`src/rtl/sasc_pkg.sv`:
```
`timescale 1ns / 1ps

package sasc_pkg;

    typedef logic [15:0] t_word;
    typedef logic [7:0]  t_alpha;
    typedef logic [9:0]  t_coord;
    typedef logic [14:0] t_load_index;
    typedef logic [8:0]  t_scale;
    typedef logic [0:0]  t_cfg_index;

    localparam logic CMD_LOAD   = 1'b0;
    localparam logic CMD_RENDER = 1'b1;

    localparam t_cfg_index CFG_SCALE      = 1'b0;
    localparam t_cfg_index CFG_BACKGROUND = 1'b1;

    localparam t_scale SCALE_RESET = 9'd100;
    localparam t_word  BG_RESET    = 16'h0000;

    // Exact floor(n / 25) for n below 2**18.
    localparam logic [18:0] DIV25_MUL   = 19'd335545;
    localparam int          DIV25_SHIFT = 23;

    typedef struct packed {
        logic        is_render;
        logic        oor;
        t_load_index load_index;
        t_word       pixel_word;
        t_alpha      alpha;
    } t_item;

    typedef struct packed {
        t_word color;
        logic  oor;
    } t_result;

    typedef logic [7:0] t_exp5_tab [32];
    typedef logic [7:0] t_exp6_tab [64];

    function automatic t_exp5_tab f_exp5_tab();
        t_exp5_tab tab;
        for (int i = 0; i < 32; i++) begin
            tab[i] = 8'((i * 255) / 31);
        end
        return tab;
    endfunction

    function automatic t_exp6_tab f_exp6_tab();
        t_exp6_tab tab;
        for (int i = 0; i < 64; i++) begin
            tab[i] = 8'((i * 255) / 63);
        end
        return tab;
    endfunction

    localparam t_exp5_tab EXP5_TAB = f_exp5_tab();
    localparam t_exp6_tab EXP6_TAB = f_exp6_tab();

endpackage

```
`src/rtl/sasc_div.sv`:
```
`timescale 1ns / 1ps

module sasc_div #(
    parameter int NW = 20,
    parameter int DW = 14,
    parameter int QW = 8
) (
    input  logic            i_clk,
    input  logic            i_rst_n,
    input  logic            i_en,
    input  logic            i_valid,
    input  sasc_pkg::t_item i_item,
    input  logic [NW-1:0]   i_num_x,
    input  logic [NW-1:0]   i_num_y,
    input  logic [DW-1:0]   i_den_x,
    input  logic [DW-1:0]   i_den_y,
    output logic            o_valid,
    output sasc_pkg::t_item o_item,
    output logic [QW-1:0]   o_qx,
    output logic [QW-1:0]   o_qy
);

    import sasc_pkg::*;

    localparam int CW = (NW > DW + QW) ? NW : DW + QW;

    logic          r_valid [QW];
    t_item         r_item  [QW];
    logic [NW-1:0] r_rem_x [QW];
    logic [NW-1:0] r_rem_y [QW];
    logic [QW-1:0] r_q_x   [QW];
    logic [QW-1:0] r_q_y   [QW];

    for (genvar k = 0; k < QW; k++) begin : g_stage
        localparam int SH = QW - 1 - k;

        logic          w_valid_in;
        t_item         w_item_in;
        logic [NW-1:0] w_rem_x_in;
        logic [NW-1:0] w_rem_y_in;
        logic [QW-1:0] w_q_x_in;
        logic [QW-1:0] w_q_y_in;
        logic [CW-1:0] w_trial_x;
        logic [CW-1:0] w_trial_y;
        logic [NW-1:0] n_rem_x;
        logic [NW-1:0] n_rem_y;
        logic [QW-1:0] n_q_x;
        logic [QW-1:0] n_q_y;

        if (k == 0) begin : g_first
            assign w_valid_in = i_valid;
            assign w_item_in  = i_item;
            assign w_rem_x_in = i_num_x;
            assign w_rem_y_in = i_num_y;
            assign w_q_x_in   = '0;
            assign w_q_y_in   = '0;
        end else begin : g_next
            assign w_valid_in = r_valid[k-1];
            assign w_item_in  = r_item[k-1];
            assign w_rem_x_in = r_rem_x[k-1];
            assign w_rem_y_in = r_rem_y[k-1];
            assign w_q_x_in   = r_q_x[k-1];
            assign w_q_y_in   = r_q_y[k-1];
        end

        assign w_trial_x = CW'(i_den_x) << SH;
        assign w_trial_y = CW'(i_den_y) << SH;

        always_comb begin
            n_rem_x = w_rem_x_in;
            n_q_x   = w_q_x_in;
            if (CW'(w_rem_x_in) >= w_trial_x) begin
                n_rem_x   = NW'(CW'(w_rem_x_in) - w_trial_x);
                n_q_x[SH] = 1'b1;
            end
            n_rem_y = w_rem_y_in;
            n_q_y   = w_q_y_in;
            if (CW'(w_rem_y_in) >= w_trial_y) begin
                n_rem_y   = NW'(CW'(w_rem_y_in) - w_trial_y);
                n_q_y[SH] = 1'b1;
            end
        end

        always_ff @(posedge i_clk) begin
            if (!i_rst_n) begin
                r_valid[k] <= 1'b0;
            end else if (i_en) begin
                r_valid[k] <= w_valid_in;
            end
        end

        always_ff @(posedge i_clk) begin
            if (i_en) begin
                r_item[k]  <= w_item_in;
                r_rem_x[k] <= n_rem_x;
                r_rem_y[k] <= n_rem_y;
                r_q_x[k]   <= n_q_x;
                r_q_y[k]   <= n_q_y;
            end
        end
    end

    assign o_valid = r_valid[QW-1];
    assign o_item  = r_item[QW-1];
    assign o_qx    = r_q_x[QW-1];
    assign o_qy    = r_q_y[QW-1];

endmodule

```
`config.mk`:
```
export PLATFORM = sky130hd
export DESIGN_NAME = sasc_div
export DESIGN_NICKNAME = d
export VERILOG_FILES = /design/src/rtl/sasc_pkg.sv /design/src/rtl/sasc_div.sv
export SDC_FILE = /design/constraint.sdc
export NUM_CORES = 1
export LEC_CHECK = 0
export BUFFER_PORTS_ARGS = -buffer_cell sky130_fd_sc_hd__buf_2
export CORE_ASPECT_RATIO = 0.5
export CORE_MARGIN = 1.5
export CORE_UTILIZATION = 58
export CTS_BUF_LIST = sky130_fd_sc_hd__clkbuf_4 sky130_fd_sc_hd__clkbuf_8
export CTS_CLUSTER_SIZE = 28
export DETAILED_ROUTE_END_ITERATION = 7
export PLACE_DENSITY_LB_ADDON = 0.3
export SYNTH_ARGS = -nofsm -noshare
export SYNTH_HDL_FRONTEND = slang
export SYNTH_SLANG_ARGS = --single-unit
```
`constraint.sdc`:
```
create_clock -name i_clk -period 2.62 [get_ports i_clk]
set_input_delay 0.131 -clock i_clk [delete_from_list [all_inputs] [get_ports i_clk]]
set_output_delay 0.131 -clock i_clk [all_outputs]
set_load 0.02 [all_outputs]
```
* Word-level counts from Yosys, hierarchy flattened
Memory sizes are Yosys's and may differ from the RTL's.
Cells that the tools add are included.
** Word-level totals
- Register bits :: 0
- RAM bits :: 784
- Input port bits :: 113
- Output and inout bits :: 58
- Word-level logic and storage cells :: 91
- Memories kept :: 6
** Operators by class
- Add/sub/neg operators :: 16
- Magnitude comparators :: 16
- Mux-type cells :: 45
- Bitwise operators :: 8
** Memory list
- r_item :: depth 8, width 41, rd ports 8, clocked after Yosys merged registers in 0, write ports 8, RTL line sasc_div.sv:28 : t_item r_item [QW];
- r_rem_x :: depth 8, width 20, rd ports 7, clocked after Yosys merged registers in 0, write ports 8, RTL line sasc_div.sv:29 : logic [NW-1:0] r_rem_x [QW];
- r_rem_y :: depth 8, width 20, rd ports 7, clocked after Yosys merged registers in 0, write ports 8, RTL line sasc_div.sv:30 : logic [NW-1:0] r_rem_y [QW];
- r_q_x :: depth 8, width 8, rd ports 8, clocked after Yosys merged registers in 0, write ports 8, RTL line sasc_div.sv:31 : logic [QW-1:0] r_q_x [QW];
- r_q_y :: depth 8, width 8, rd ports 8, clocked after Yosys merged registers in 0, write ports 8, RTL line sasc_div.sv:32 : logic [QW-1:0] r_q_y [QW];
- r_valid :: depth 8, width 1, rd ports 8, clocked after Yosys merged registers in 0, write ports 8, RTL line sasc_div.sv:27 : logic r_valid [QW];
** Operator list (number)
- two-way mux 20 bit :: 16
- subtractor 20 bit :: 4
- >= comparator 20 x 21 -> 1 bit :: 2
- >= comparator 20 x 14 -> 1 bit :: 2
- >= comparator 20 x 15 -> 1 bit :: 2
- >= comparator 20 x 16 -> 1 bit :: 2
- >= comparator 20 x 17 -> 1 bit :: 2
- >= comparator 20 x 18 -> 1 bit :: 2
- >= comparator 20 x 19 -> 1 bit :: 2
- >= comparator 20 bit :: 2
- subtractor 20 x 14 -> 20 bit :: 2
- subtractor 20 x 15 -> 20 bit :: 2
- subtractor 20 x 16 -> 20 bit :: 2
- subtractor 20 x 17 -> 20 bit :: 2
- subtractor 20 x 18 -> 20 bit :: 2
- subtractor 20 x 19 -> 20 bit :: 2
- two-way mux 1 bit :: 29
- OR 1 bit :: 8

* Logic depth before layout (Yosys ltp)
- Depth after elaboration :: 4
- Mapped depth :: 13

* Worst setup path after synthesis
No wires, ideal clock.
- Path kind :: register -> register
- Start :: memory r_rem_x[0][6]
- End :: memory r_rem_x[1][12] (data pin)
- Library setup time :: 0.260 ns
- Arrival :: 2.568 ns
- Data required time :: 2.360 ns
- Slack :: -0.207 ns
- Stages on the path, launching flop included :: 12
- Buffers on the path :: 1
- Period minus slack after synthesis :: 2.827 ns
- Path through :: edfxtp_1 inv_1 ha_1 fa_1 nor2b_1 o31a_1 o21ai_0 o21ai_0 nor2_1 o21ai_2 buf_4 mux2_2
** RTL lines (RTL line)
- start: declaration :: sasc_div.sv:29

==> results.cfg <==
[setup_path]
cp_top_family = simple AND/OR/NAND/NOR gates
cp.buffers_inverters = 1
worst-path-max-fanout = 8
critical_path_required_ps = 3060
crit_cells = 8
worstPathCellList = ha_4, and4bb_2, nand4_1, or4_4, a31oi_4, o31a_1, buf_6, mux2_2
arrival_ps = 3120
worst_setup_path_end_kind = register
cp_slowest_cell = or4_4
cp-start-kind = register
critPathKind = register to register
reg2reg_depth = 8
critPathMaxStageDelay_ps = 460

[detailed_routing]
drc = 0
dr.first_iter.drc_count = 1822
antenna_left = 0
vias = 23400
wl_met2_microns = 39400
drtPass1Iterations = 6
wl_per_cell_microns = 18.5
wl_met1_microns = 29800
totalWireLength_microns = 75600
met3_length_microns = 3260
dr.max_layer_used = met4
avgViaCountPerCell = 5.71

[global_routing]
grt_pass1_vias = 23400
track_usage_pct = 24.5
grt_first_pass_wirelength_microns = 116000
antenna_found_initial = 2
grt_overflow = 0
grt_max_degree = 69

[power]
powerDensity_nw_per_um2 = 905
power_uw = 38600
ir_drop_mv = 0.441
leakage_uw = 0.0169

[finish]
final_area_sq_um = 42700
multi_input_area_sq_um = 13300
ff_latch_area_sq_um = 20600
drive_above_1_share_pct = 31.8
fillers = 3382
synthToLayoutAreaGrowth_pct = 28.0
nets = 3613

[floorplan]
start_util_pct = 59.4
coreArea_sq_um = 56200
rows = 61
die_width_microns = 342
die_area_sq_um = 59000
io_pins = 171
chipHeight_microns = 173

[sta]
hold_viol_final = 0
setup_violations = 26
clock_skew_ps = 41.5
min_period_ps = 2690
drv_slew = 0
worst_slack_ps = -65.8
post-route-period-util_pct = 103
tightest_slew_ps = 725
fmax_ghz = 0.372
fin_tns_setup_ps = -850
slew_headroom_pct = 51.6
rsz0062_at_grt = yes

[placed_design]
port_buffers = 170
placed_area_sq_um = 38200
routabilityCongestion = 0.932
dpl.hpwl_microns = 51500

[synthesis]
ys_ff_latch = 688
syn_avg_cell_area_sq_um = 13.4
yosysTopAreaCell = edfxtp_1
yosysSeqAreaShare_pct = 61.9
synth_edf_count = 687
synth_fp_nets = 2832
ys_dominant_reg_cell = edfxtp_1
yosys_warnings = 0
synth_cell_types = 78
synth_top_area_share_pct = 61.9
syn_area_sq_um = 33400
synthCells = 2483
synth-async-reset-ratio_pct = 0
synth.area.top_cells = edfxtp_1 (62%), ha_1 (8.3%), mux2_2 (2.8%)

[clock_network]
path_clk_slew_ps = 70
cts_max_level = 3
tritoncts = built
clockRootBuffer = clkbuf_8
cts_buffers = 95
cts_buffer_depth = 3
cts.sinks = 688
clk_latency_ps = 700

[hold_path]
hp-class = primary input to register
hold_depth = 5

[outcome]
status = finished with violations
violations = setup timing

[flow_run]
cap_viol_max_count = 0
## cells by family (layout without fill, tap and decap cells)
group,after synthesis,in the layout,synth area share (%)
mux,96,96,3.19
buf+inv,129,979,1.56
compound gates,596,596,11.4
other cells,0,2,0
xor+xnor,155,155,4.07
simple gates,583,583,8.67
flops,688,688,61.9
fa+ha+maj,236,236,9.17
## power by group
part | total (uW) | leakage (uW) | internal (uW) | switching, uW
clock | 8060 | 0.000965 | 4010 | 4050
combinational | 14800 | 0.00927 | 7490 | 7310
sequential | 15700 | 0.00670 | 14700 | 1020
## cells in the final DEF (no fill, tap or decap), types with 17 or more instances in the layout
cell,count
o21ai_2,17
ha_4,23
buf_12,18
clkinv_1,22
o21a_1,49
buf_2,169
a21oi_1,127
nand2_1,147
nor2b_1,27
clkbuf_4,27
nand4_1,27
o21ai_0,130
a21o_1,58
ha_1,196
a21oi_2,21
xnor2_1,94
edfxtp_1,687
xor2_1,60
mux2_2,54
a211oi_1,21
and3_1,25
inv_1,78
buf_4,427
mux2_4,29
nor2_1,145
nor3_1,28
nand2b_1,38
clkbuf_8,99
dlygate4sd3_1,85
nand3_1,24
## worst register-to-register path: stages (launching register included)
cell and delay (ps):
edfxtp_1 450, ha_4 300, and4bb_2 210, nand4_1 120, or4_4 460, a31oi_4 180, o31a_1 210, buf_6 170
mux2_2 340
## per-stage QoR
step | utilization [%] | hold slack [ps] | setup slack [ps] | cells
6_report | 76.0 | 120 | -65.8 | 4091
3_3_place_gp | 68.1 | 307 | -211 | 3766
2_1_floorplan | - | 230 | 0.0482 | 2483
3_5_place_dp | 68.1 | 309 | -253 | 3766
5_1_grt | 76.0 | 97.2 | -192 | 4091
4_1_cts | 73.9 | 40.0 | -117 | 4049
## layer usage
layer / vias to the layer above / track usage (%)
met5: - / 0
met4: 0 / 10.8
met3: 219 / 3.77
met2: 720 / 43.8
met1: 11300 / 29.3
li1: 11100 / -
## Yosys cell counts (16+ instances only)
library cell	count
a211oi_1	29
a21o_1	58
a21oi_1	149
a31oi_1	18
and3_1	25
clkbuf_1	29
edfxtp_1	687
ha_1	222
inv_1	89
mux2_2	83
nand2_1	150
nand2b_1	38
nand3_1	29
nand4_1	27
nor2_1	158
nor2b_1	35
nor3_1	36
nor4_1	18
o211ai_1	16
o21a_1	49
o21ai_0	158
o31ai_1	18
xnor2_1	95
xor2_1	60
## final timing paths
check | slack, ps | to | from
max | -70 | r_rem_y[3][8] | r_rem_y[2][9]
min | 120 | r_q_y[0][7] | i_den_y[13]
max reg2reg | -70 | r_rem_y[3][8] | r_rem_y[2][9]
min reg2reg | 410 | r_item[1][85] | r_item[1][44]
## area by class of cell
class,instances,area share [%]
Clock buffer,126,3.67
Inverter,91,0.803
Antenna cell,2,0.0117
Clock inverter,40,0.572
Multi-Input combinational cell,1666,31.3
Tap cell,756,2.22
Sequential cell,688,48.4
Timing Repair Buffer,722,13.1
## repair_timing
action,CTS,global route
endpoints found under the hold margin,118,0
endpoints found under the setup margin,99,164
buffers inserted,31,40
gates resized for setup,79,201
gates cloned,1,4
pin swaps,49,75
hold buffers,85,0
## state kept, by name, indices dropped and copies added, names as in the netlist
register and count:
r_rem_y 140, r_q_x 36, r_q_y 36, r_valid 8, r_item 328, r_rem_x 140
Power figures use the tool's default switching activity.
